**config.mk**
```make
export PLATFORM = sky130hd
export DESIGN_NAME = mte_ctrl
export DESIGN_NICKNAME = d
export VERILOG_FILES = /design/src/rtl/mte_pkg.sv /design/src/rtl/mte_ctrl.sv
export VERILOG_INCLUDE_DIRS = /design/src /design/src/rtl
export SDC_FILE = /design/constraint.sdc
export NUM_CORES = 1
export LEC_CHECK = 0
export BUFFER_PORTS_ARGS = -buffer_cell sky130_fd_sc_hd__buf_2
export CORE_UTILIZATION = 60
export CTS_BUF_LIST = sky130_fd_sc_hd__clkbuf_8
export DETAILED_ROUTE_END_ITERATION = 8
export PLACE_DENSITY = 0.88
export SLEW_MARGIN = 40
export SYNTH_ARGS = -nofsm -noshare
export SYNTH_HDL_FRONTEND = slang
export SYNTH_SLANG_ARGS = --single-unit
```
**constraint.sdc**
```tcl
create_clock -name clk -period 6.3 [get_ports clk]
set_input_delay 0 -clock clk [delete_from_list [all_inputs] [get_ports clk]]
set_output_delay 0 -clock clk [all_outputs]
set_load 0.005 [all_outputs]
```
**src/rtl/mat4_transform_engine_assert.svh**
```systemverilog
// assertion macros for the 4x4 matrix transform engine
// expects clk and rst_n in the scope of each use
`ifndef MAT4_TRANSFORM_ENGINE_ASSERT_SVH
`define MAT4_TRANSFORM_ENGINE_ASSERT_SVH

// same-cycle implication
`define MTE_ASSERT_NOW(lbl, ante, cons, msg) \
    lbl: assert property (@(posedge clk) disable iff (!rst_n) (ante) |-> (cons)) \
        else $error(msg);

// next-cycle implication
`define MTE_ASSERT_NEXT(lbl, ante, cons, msg) \
    lbl: assert property (@(posedge clk) disable iff (!rst_n) (ante) |=> (cons)) \
        else $error(msg);

`endif

```
**src/rtl/mte_pkg.sv**
```systemverilog
// shared types, codes and saturation helper for the matrix transform engine
// no dependencies
package mte_pkg;

    localparam int WORD_BITS = 32;
    localparam int SAT_BITS  = (WORD_BITS > 32) ? 32 : ((WORD_BITS < 2) ? 2 : WORD_BITS);
    localparam int DATA_BITS = 32;
    localparam int ACC_BITS  = 50;
    localparam int ONE_Q     = 65536;

    localparam logic signed [ACC_BITS-1:0] SAT_MAX =
        ACC_BITS'((64'sd1 <<< (SAT_BITS - 1)) - 64'sd1);
    localparam logic signed [ACC_BITS-1:0] SAT_MIN = -SAT_MAX - ACC_BITS'(1);

    // item kinds
    localparam logic [3:0] KIND_IDENT     = 4'd0;
    localparam logic [3:0] KIND_WR_CUR    = 4'd1;
    localparam logic [3:0] KIND_WR_OPR    = 4'd2;
    localparam logic [3:0] KIND_COMPOSE   = 4'd3;
    localparam logic [3:0] KIND_TRANSLATE = 4'd4;
    localparam logic [3:0] KIND_SCALE     = 4'd5;
    localparam logic [3:0] KIND_POINT     = 4'd6;
    localparam logic [3:0] KIND_DIR       = 4'd7;
    localparam logic [3:0] KIND_READ      = 4'd8;

    // term sources
    localparam logic [2:0] SRC_PROD_OP = 3'd0;
    localparam logic [2:0] SRC_PROD_X  = 3'd1;
    localparam logic [2:0] SRC_PROD_Y  = 3'd2;
    localparam logic [2:0] SRC_PROD_Z  = 3'd3;
    localparam logic [2:0] SRC_CUR     = 3'd4;
    localparam logic [2:0] SRC_TMP     = 3'd5;
    localparam logic [2:0] SRC_EV      = 3'd6;
    localparam logic [2:0] SRC_ONE     = 3'd7;

    // result destinations
    localparam logic [1:0] DEST_CUR  = 2'd0;
    localparam logic [1:0] DEST_OPR  = 2'd1;
    localparam logic [1:0] DEST_TMP  = 2'd2;
    localparam logic [1:0] DEST_EMIT = 2'd3;

    localparam int FIFO_DEPTH = 4;
    localparam int FIFO_AW    = 2;
    localparam int FIFO_CW    = 3;

    typedef struct packed {
        logic       valid;
        logic       capture;
        logic       zero;
        logic [2:0] src;
        logic [3:0] a_addr;
        logic [3:0] b_addr;
        logic       first;
        logic       last;
        logic [1:0] dest;
        logic [3:0] waddr;
        logic [1:0] comp_idx;
        logic       emit_last;
    } ctl_cmd_t;

    typedef struct packed {
        logic               busy;
        logic [FIFO_CW-1:0] fifo_free;
    } dp_stat_t;

    function automatic logic [DATA_BITS-1:0] sat_word(input logic signed [ACC_BITS-1:0] v);
        logic [DATA_BITS-1:0] r;
        if (v > SAT_MAX)
        begin
            r = SAT_MAX[DATA_BITS-1:0];
        end
        else if (v < SAT_MIN)
        begin
            r = SAT_MIN[DATA_BITS-1:0];
        end
        else
        begin
            r = v[DATA_BITS-1:0];
        end
        return r;
    endfunction

endpackage

```
**src/rtl/mte_ctrl.sv**
```systemverilog
// sequencer of the matrix transform engine: one step command per cycle while running
// depends on mte_pkg and the assertion macro header
`include "mat4_transform_engine_assert.svh"

module mte_ctrl (
    input  logic               clk,
    input  logic               rst_n,
    input  logic               req_valid,
    input  logic [3:0]         req_kind,
    input  logic [3:0]         req_index,
    input  mte_pkg::dp_stat_t  stat,
    output logic               idle,
    output mte_pkg::ctl_cmd_t  cmd
);

    localparam logic [2:0] ST_IDLE  = 3'd0;
    localparam logic [2:0] ST_SPACE = 3'd1;
    localparam logic [2:0] ST_RUN   = 3'd2;
    localparam logic [2:0] ST_COPY  = 3'd3;
    localparam logic [2:0] ST_DRAIN = 3'd4;

    logic [2:0] state_reg, state_next;
    logic [3:0] kind_reg, kind_next;
    logic [3:0] idx_reg, idx_next;
    logic [5:0] step_reg, step_next;
    logic [5:0] last_step;
    logic [2:0] need;
    logic [1:0] row, k, col;
    logic [2:0] coord_src;
    logic       accept;

    assign idle   = (state_reg == ST_IDLE);
    assign accept = idle && req_valid;
    assign row    = step_reg[3:2];
    assign k      = step_reg[1:0];
    assign col    = step_reg[5:4];
    assign coord_src = (k == 2'd0) ? mte_pkg::SRC_PROD_X :
                       (k == 2'd1) ? mte_pkg::SRC_PROD_Y : mte_pkg::SRC_PROD_Z;

    always_comb
    begin
        case (kind_reg)
            mte_pkg::KIND_IDENT, mte_pkg::KIND_TRANSLATE, mte_pkg::KIND_POINT:
                last_step = 6'd15;
            mte_pkg::KIND_COMPOSE:
                last_step = 6'd63;
            mte_pkg::KIND_SCALE, mte_pkg::KIND_DIR:
                last_step = 6'd11;
            default:
                last_step = 6'd0;
        endcase
        case (kind_reg)
            mte_pkg::KIND_POINT: need = 3'd4;
            mte_pkg::KIND_DIR:   need = 3'd3;
            default:             need = 3'd1;
        endcase
    end

    // step command generation
    always_comb
    begin
        cmd           = '0;
        cmd.capture   = accept;
        cmd.first     = 1'b1;
        cmd.last      = 1'b1;
        if (state_reg == ST_COPY)
        begin
            cmd.valid  = 1'b1;
            cmd.src    = mte_pkg::SRC_TMP;
            cmd.a_addr = step_reg[3:0];
            cmd.dest   = mte_pkg::DEST_CUR;
            cmd.waddr  = step_reg[3:0];
        end
        else if (state_reg == ST_RUN)
        begin
            cmd.valid = 1'b1;
            case (kind_reg)
                mte_pkg::KIND_IDENT:
                begin
                    cmd.src   = mte_pkg::SRC_ONE;
                    cmd.zero  = !(step_reg[3:0] inside {4'd0, 4'd5, 4'd10, 4'd15});
                    cmd.dest  = mte_pkg::DEST_CUR;
                    cmd.waddr = step_reg[3:0];
                end
                mte_pkg::KIND_WR_CUR, mte_pkg::KIND_WR_OPR:
                begin
                    cmd.src   = mte_pkg::SRC_EV;
                    cmd.dest  = (kind_reg == mte_pkg::KIND_WR_CUR) ?
                                mte_pkg::DEST_CUR : mte_pkg::DEST_OPR;
                    cmd.waddr = idx_reg;
                end
                mte_pkg::KIND_COMPOSE:
                begin
                    cmd.src    = mte_pkg::SRC_PROD_OP;
                    cmd.a_addr = {k, row};
                    cmd.b_addr = {col, k};
                    cmd.first  = (k == 2'd0);
                    cmd.last   = (k == 2'd3);
                    cmd.dest   = mte_pkg::DEST_TMP;
                    cmd.waddr  = {col, row};
                end
                mte_pkg::KIND_TRANSLATE, mte_pkg::KIND_POINT, mte_pkg::KIND_DIR:
                begin
                    cmd.src    = (k == 2'd3) ? mte_pkg::SRC_CUR : coord_src;
                    cmd.zero   = (k == 2'd3) && (kind_reg == mte_pkg::KIND_DIR);
                    cmd.a_addr = {k, row};
                    cmd.first  = (k == 2'd0);
                    cmd.last   = (k == 2'd3);
                    cmd.dest   = (kind_reg == mte_pkg::KIND_TRANSLATE) ?
                                 mte_pkg::DEST_CUR : mte_pkg::DEST_EMIT;
                    cmd.waddr  = {2'd3, row};
                    cmd.comp_idx  = row;
                    cmd.emit_last = (kind_reg == mte_pkg::KIND_POINT) ? (row == 2'd3)
                                                                      : (row == 2'd2);
                end
                mte_pkg::KIND_SCALE:
                begin
                    cmd.src    = (step_reg[3:2] == 2'd0) ? mte_pkg::SRC_PROD_X :
                                 (step_reg[3:2] == 2'd1) ? mte_pkg::SRC_PROD_Y :
                                 mte_pkg::SRC_PROD_Z;
                    cmd.a_addr = step_reg[3:0];
                    cmd.dest   = mte_pkg::DEST_CUR;
                    cmd.waddr  = step_reg[3:0];
                end
                mte_pkg::KIND_READ:
                begin
                    cmd.src       = mte_pkg::SRC_CUR;
                    cmd.a_addr    = idx_reg;
                    cmd.dest      = mte_pkg::DEST_EMIT;
                    cmd.emit_last = 1'b1;
                end
                default:
                begin
                    cmd.valid = 1'b0;
                end
            endcase
        end
    end

    always_comb
    begin
        state_next = state_reg;
        kind_next  = kind_reg;
        idx_next   = idx_reg;
        step_next  = step_reg;
        case (state_reg)
            ST_IDLE:
            begin
                if (accept)
                begin
                    kind_next = req_kind;
                    idx_next  = req_index;
                    step_next = '0;
                    if (req_kind inside {mte_pkg::KIND_POINT, mte_pkg::KIND_DIR,
                                         mte_pkg::KIND_READ})
                    begin
                        state_next = ST_SPACE;
                    end
                    else if (req_kind <= mte_pkg::KIND_READ)
                    begin
                        state_next = ST_RUN;
                    end
                    else
                    begin
                        state_next = ST_DRAIN;
                    end
                end
            end
            ST_SPACE:
            begin
                if (stat.fifo_free >= need)
                begin
                    state_next = ST_RUN;
                end
            end
            ST_RUN:
            begin
                step_next = step_reg + 6'd1;
                if (step_reg == last_step)
                begin
                    step_next  = '0;
                    state_next = (kind_reg == mte_pkg::KIND_COMPOSE) ? ST_COPY : ST_DRAIN;
                end
            end
            ST_COPY:
            begin
                step_next = step_reg + 6'd1;
                if (step_reg[3:0] == 4'd15)
                begin
                    state_next = ST_DRAIN;
                end
            end
            ST_DRAIN:
            begin
                if (!stat.busy)
                begin
                    state_next = ST_IDLE;
                end
            end
            default:
            begin
                state_next = ST_IDLE;
            end
        endcase
    end

    always_ff @(posedge clk or negedge rst_n)
    begin
        if (!rst_n)
        begin
            state_reg <= ST_IDLE;
            kind_reg  <= '0;
            idx_reg   <= '0;
            step_reg  <= '0;
        end
        else
        begin
            state_reg <= state_next;
            kind_reg  <= kind_next;
            idx_reg   <= idx_next;
            step_reg  <= step_next;
        end
    end

    `MTE_ASSERT_NOW(a_cmd_in_run, cmd.valid, state_reg == ST_RUN || state_reg == ST_COPY, "step issued outside run")
    `MTE_ASSERT_NOW(a_idle_empty, state_reg == ST_IDLE, !stat.busy, "pipeline busy while idle")
    `MTE_ASSERT_NEXT(a_accept_leaves, accept, state_reg != ST_IDLE, "accepted item left idle")

endmodule

```
==> qor.yml, run 1 <==
clock_network:
  clkTransAtPathRegs_ns: 0.07
  cts_buffers: 3
  cts_resized: 0
  clock_sinks: 17
  clk_path_buf_depth: 2
  cts_max_level: 1
  post_cts_buffers: 0
  postCtsHoldBufs: 7
  insertion_delay_ns: 0.26
  ctsRootBufferMaster: "clkbuf_8"
  cts_tree: "yes"
detailed_routing:
  drc_errors: 0
  detail-route-antenna-nets: 0
  vias: 2007
  wirelength_mm: 5.022
  initialDrtViolationCount: 206
  wl_per_cell_um: 16.31
  viasPerCell: 6.516
  dr.pass1.iters: 6
worst_setup_path:
  slowest_delay_ns: 0.78
  worstRegToRegCells: 9
  cp_data_arrival_time_ns: 3.00
  crit_buf_inv: 0
  cp-startpoint: "kind_reg[2]"
  crit_chain: "nor2b_1 > nand3_1 > ha_1 > nand2b_1 > a21o_1 > a21oi_1 > a221o_2 > a21oi_2 > mux2i_1"
  timing.rr.start: "kind_reg[2]"
  crit_path_end_kind: "flop"
  crit_cells: 9
  r2r_slack_ns: 3.49
  cp-endpoint: "state_reg[0]"
  cp_max_fo: 25
  critPathLaunchType: "flop"
  cp.required_ns: 6.49
  path_class: "flop to flop"
  slowest_stage: "dfrtp_1"
  crit_family: "simple AND/OR/NAND/NOR gates"
  reg2reg_to: "state_reg[0]"
synthesis:
  syn_area_um2: 1779
  synth_ff_type: "dfrtp_1"
  ys.warnings.count: 0
  synth_area_leaders: "dfrtp_1 24%, a21oi_1 7.0%, o21ai_0 6.5%"
  async_reset_ff_frac: 1.000
  synth_top_area_frac: 0.2391
  syn_area_per_cell_um2: 7.292
  syn-instance-count: 244
  ys_types: 48
  synth_edf_count: 0
  ys_seq_elements: 17
  syn_nets: 267
  seq_area_frac_synth: 0.2391
  synth_top_area_cell: "dfrtp_1"
sta:
  max_slew_margin: 0.5468
  max_freq_mhz: 356.5
  drv_slew: 0
  totalNegativeSetupSlack_ns: 0
  period_share: 0.4452
  fin_skew_ns: 0.003330
  min_period_ns: 2.805
  rsz0062_at_grt: "no"
  worst_pin_slew_ns: 0.6798
  hold_viol: 0
  setup_viol: 0
global_routing:
  grt_busiest_layer: "met2"
  track_usage: 0.3257
  gr-usage-met3: 0.03456
  grt_pass1_wl_mm: 8.093
  grt_pass1_vias: 1744
  grt_overflow_total: 0
  grt_util_met1: 0.4736
  antenna_found_initial: 0
  use_met2: 0.4790
  grt_start_max_net_pins: 32
finish:
  largest_reg_flops: 6
  diodes: 0
  syn_to_final_growth_pct: 14.63
  drive_above_1_share: 0.2022
  nNetsFinal: 301
  utilization: 0.7332
die:
  fp.dieW_um: 56.46
  coreArea_um2: 2781
  initial_core_util: 0.6397
  die_h_um: 56.46
  dieArea_um2: 3187
  pin_count: 41
  rows: 19
run:
  cap_violations: 0
pwr:
  power_density_nw_per_um2: 502.9
  ir_worst_vdd_v: 0.0004332
  power_leakage_nw: 0.9139
  total_power_mw: 1.026
min_path:
  hold_class: "input pin to flop"
  min_path_cells: 2
place:
  hpwl_mm: 3.478
  gp_congestion: 0.8936
  port_buffers: 40
run_status:
  status: "completed"
## kinds of logic after synthesis
kind of cell,Yosys count,share of synthesized area
simple gates,98,0.2672
mux,10,0.06681
xor+xnor,5,0.02462
compound gates,79,0.2715
buf+inv,27,0.07454
fa+ha+maj,8,0.05626
flops,17,0.2391
## worst min path at each step
stage	from	end	slack, ns
after global routing	stat[3]	state_reg[2]	0.02
final	stat[3]	state_reg[2]	0.004
after detailed placement	rst_n	step_reg[1]	-0.05
after CTS	stat[3]	state_reg[2]	0.004
after global placement	rst_n	step_reg[0]	-0.06
after floorplan	rst_n	idx_reg[0]	-0.30
## power by group
part	leakage [nW]	switching (mW)	total (mW)	internal, mW
clock network	0.0269	0.0399	0.0833	0.0435
registers	0.213	0.163	0.320	0.156
logic	0.674	0.356	0.623	0.267
## cells in the mapped netlist (6+ instances only)
| cell type | number |
|---|---|
| nand3_1 | 8 |
| o21ai_0 | 23 |
| nand2b_1 | 6 |
| nor3_1 | 7 |
| inv_1 | 8 |
| clkbuf_1 | 8 |
| ha_1 | 8 |
| nor2_1 | 26 |
| dfrtp_1 | 17 |
| a21oi_1 | 25 |
| nand2_1 | 28 |
## layer usage
layer,part of all wire,vias to the layer above
met5,0,-
met4,0.022,0
met3,0.098,15
met2,0.46,131
met1,0.42,921
li1,-,940
## cells in the final DEF, fill, tap and decap left out, types with 5 or more instances in the layout
cell type / count
buf_2: 40
nand2_1: 28
nor2_1: 26
a21oi_1: 25
o21ai_0: 23
dfrtp_1: 15
inv_1: 9
nand3_1: 8
ha_1: 8
nor3_1: 7
dlygate4sd3_1: 7
nand2b_1: 6
a31oi_1: 5
mux2_2: 5
## cell type report
class                      instances  area [um^2]
sequential                        17        427.9
clock buffer                       3        41.29
clock inverter                     1        3.754
multi-input combinational        200         1221
timing repair buffer              47        270.3
inverter                           9        36.28
fill                             223        742.0
tap                               31        38.79
## metrics by stage
stage	hold WS (ns)	cells	setup slack, ns	cell area [um^2]
4_1_cts	0.003648	308	3.525	2037
2_1_floorplan	-0.2956	244	3.943	1779
3_5_place_dp	-0.05193	297	3.536	1922
6_report	0.003517	308	3.495	2039
5_1_grt	0.02308	308	3.278	2039
3_3_place_gp	-0.05787	297	3.672	1922
No activity file was read; power rests on OpenSTA's default activity.
==> inputs of run 2 (changes only) <==
Settings changed: ABC_AREA set to 1, CORE_UTILIZATION 60 to 56, PLACE_DENSITY 0.88 to 0.83.
Clock period 6.3 ns to 2.6 ns, I/O delays scaled along.
==> qor.yml, run 2 <==
finish:
  multi_input_area_um2: 1091
  mostFrequentLayoutCells: "69 x nand2_1, 40 x buf_2, 35 x inv_1, 35 x nand3_1, 18 x o21ai_0"
  largest_reg_flops: 6
  fin_area_um2: 2014
  syn_to_final_growth_pct: 17.18
  drive_above_1_share: 0.2136
  stdcell_count: 340
  final_common_cell: "nand2_1"
  diodes: 0
  n_fill_cell: 252
  nNetsFinal: 333
  seq_area_um2: 425.4
detailed_routing:
  drc_errors: 4
  wirelength_mm: 4.422
  vias: 1936
  wl_per_cell_um: 13.01
  detail-route-antenna-nets: 0
  dr.pass1.iters: 7
  initialDrtViolationCount: 177
  viasPerCell: 5.694
global_routing:
  antenna_found_initial: 0
  grt_start_max_net_pins: 18
  grt_overflow_total: 0
  grt_pass1_vias: 1714
  track_usage: 0.3002
  grt_pass1_wl_mm: 7.721
synthesis:
  ys.warnings.count: 0
  ys_seq_elements: 17
  synth_top_area_cell: "dfrtp_1"
  synth_area_leaders: "dfrtp_1 25%, nand2_1 15%, nand3_1 10%"
  seq_area_frac_synth: 0.2475
  syn_nets: 290
  synth_edf_count: 0
  syn-instance-count: 267
  syn_area_um2: 1719
  synth_top_area_frac: 0.2475
  yosysMostFrequentCell: "nand2_1"
  async_reset_ff_frac: 1.000
  syn_area_per_cell_um2: 6.439
  ys_types: 32
  synth_ff_type: "dfrtp_1"
  yosys-top-cells-count: "69 x nand2_1, 35 x inv_1, 35 x nand3_1, 18 x o21ai_0, 17 x dfrtp_1"
worst_setup_path:
  critPathLaunchType: "flop"
  slowest_stage: "nor3_2"
  crit_path_end_kind: "output pin"
  path_class: "flop to output pin"
  crit_chain: "nor3_2 > nand3_1 > nor3_1 > buf_2"
  cp.required_ns: 2.60
  cp_data_arrival_time_ns: 2.06
  r2r_slack_ns: 0.66
  slowest_delay_ns: 0.58
  cp_max_fo: 9
sta:
  fin_skew_ns: 0.002729
  totalNegativeSetupSlack_ns: 0
  max_slew_margin: 0.5798
  max_freq_mhz: 486.2
  min_period_ns: 2.057
  worst_pin_slew_ns: 0.6269
  period_share: 0.7911
  hold_viol: 0
  setup_viol: 0
  drv_slew: 0
  rsz0062_at_grt: "no"
run_status:
  violations: "DRC"
  status: "finished, violations left"
min_path:
  hold_class: "input pin to flop"
clock_network:
  cts_buffers: 3
  clock_sinks: 17
  ctsRootBufferMaster: "clkbuf_8"
  clkTransAtPathRegs_ns: 0.07
  cts_resized: 0
  cts_max_level: 1
  clk_path_buf_depth: 2
  cts_tree: "yes"
  insertion_delay_ns: 0.25
run:
  cap_violations: 0
place:
  port_buffers: 40
  gp_congestion: 0.9112
  hpwl_mm: 3.346
  dp_cells: 331
  place_area_um2: 1918
die:
  coreArea_um2: 2829
  die_h_um: 57.41
  initial_core_util: 0.6077
  pin_count: 41
  fp.dieW_um: 57.41
  dieArea_um2: 3295
  rows: 19
pwr:
  ir_worst_vdd_v: 0.0006548
  power_leakage_nw: 1.114
  power_density_nw_per_um2: 937.1
[run 2: cell count changes after synthesis, moves of 5 or more]
cell      previous run  this run
o21ai_0             23        18
inv_1                8        35
nand3_1              8        35
nand2b_1             6         0
a21oi_1             25         8
nand2_2              0         6
nand2_1             28        69
nor2_1              26        16
a31oi_1              5         0
o21ai_1              0         5
mux2_2               5         0
clkbuf_1             8         0
[run 2: worst paths after layout]
kind,from,end,cells after the start
max,state_reg[2],cmd[11],4
min,req_kind[1],kind_reg[1],3
min in group asynchronous,rst_n,idx_reg[2],2
min reg2reg,idx_reg[2],idx_reg[2],2
max in group asynchronous,rst_n,kind_reg[3],2
max reg2reg,kind_reg[3],state_reg[1],12
[run 2: cell type report]
cell class	instances	share of cell area
clock buffer	3	0.02050
clock inverter	1	0.002484
inverter	41	0.07702
multi-input combinational	201	0.5416
sequential	17	0.2112
tap	31	0.01925
timing repair buffer	46	0.1280
[run 2: timing repair]
action | 4_1_cts | 5_1_grt
hold endpoints to repair | 21 | 0
setup buffers | 0 | 0
hold buffers | 5 | 0
[run 2: worst max-delay path, delay by kind of cell, from the launching register on]
kind	cells	cell delay, ns
buf+inv	1	0.14
simple gates	3	1.19
flops	1	0.47
[run 2: layer usage]
| metal | vias up | wire [um] | GRT usage |
|---|---|---|---|
| li1 | 961 | - | - |
| met1 | 858 | 1950 | 0.4392 |
| met2 | 108 | 2027 | 0.4751 |
| met3 | 9 | 379 | 0.02721 |
| met4 | 0 | 64 | 0.08014 |
| met5 | - | 0 | 0 |
[run 2: cell families after synthesis]
group	after synthesis	share of synthesized area
buf+inv	49	0.1179
fa+ha+maj	8	0.05823
compound gates	42	0.1412
flops	17	0.2475
xor+xnor	5	0.02547
simple gates	146	0.4098
[run 2: where the power goes]
| part | leakage [nW] | switching (mW) | internal (mW) | total (mW) |
|---|---|---|---|---|
| combinational | 0.868 | 0.782 | 0.398 | 1.18 |
| clock | 0.0255 | 0.0927 | 0.106 | 0.199 |
| sequential | 0.221 | 0.151 | 0.358 | 0.509 |
[run 2: per-stage QoR]
| step | utilization | hold slack [ns] | total power, mW | setup slack (ns) |
|---|---|---|---|---|
| 6_report | 0.7121 | 0.02961 | 1.888 | 0.5431 |
| 3_3_place_gp | 0.6780 | -0.05446 | 1.647 | 0.7336 |
| 4_1_cts | 0.7121 | 0.03101 | 1.875 | 0.5642 |
| 5_1_grt | 0.7121 | 0.04119 | 2.071 | 0.3725 |
| 3_5_place_dp | 0.6780 | -0.05793 | 1.663 | 0.6853 |
| 2_1_floorplan | - | -0.2956 | 1.384 | 0.8287 |
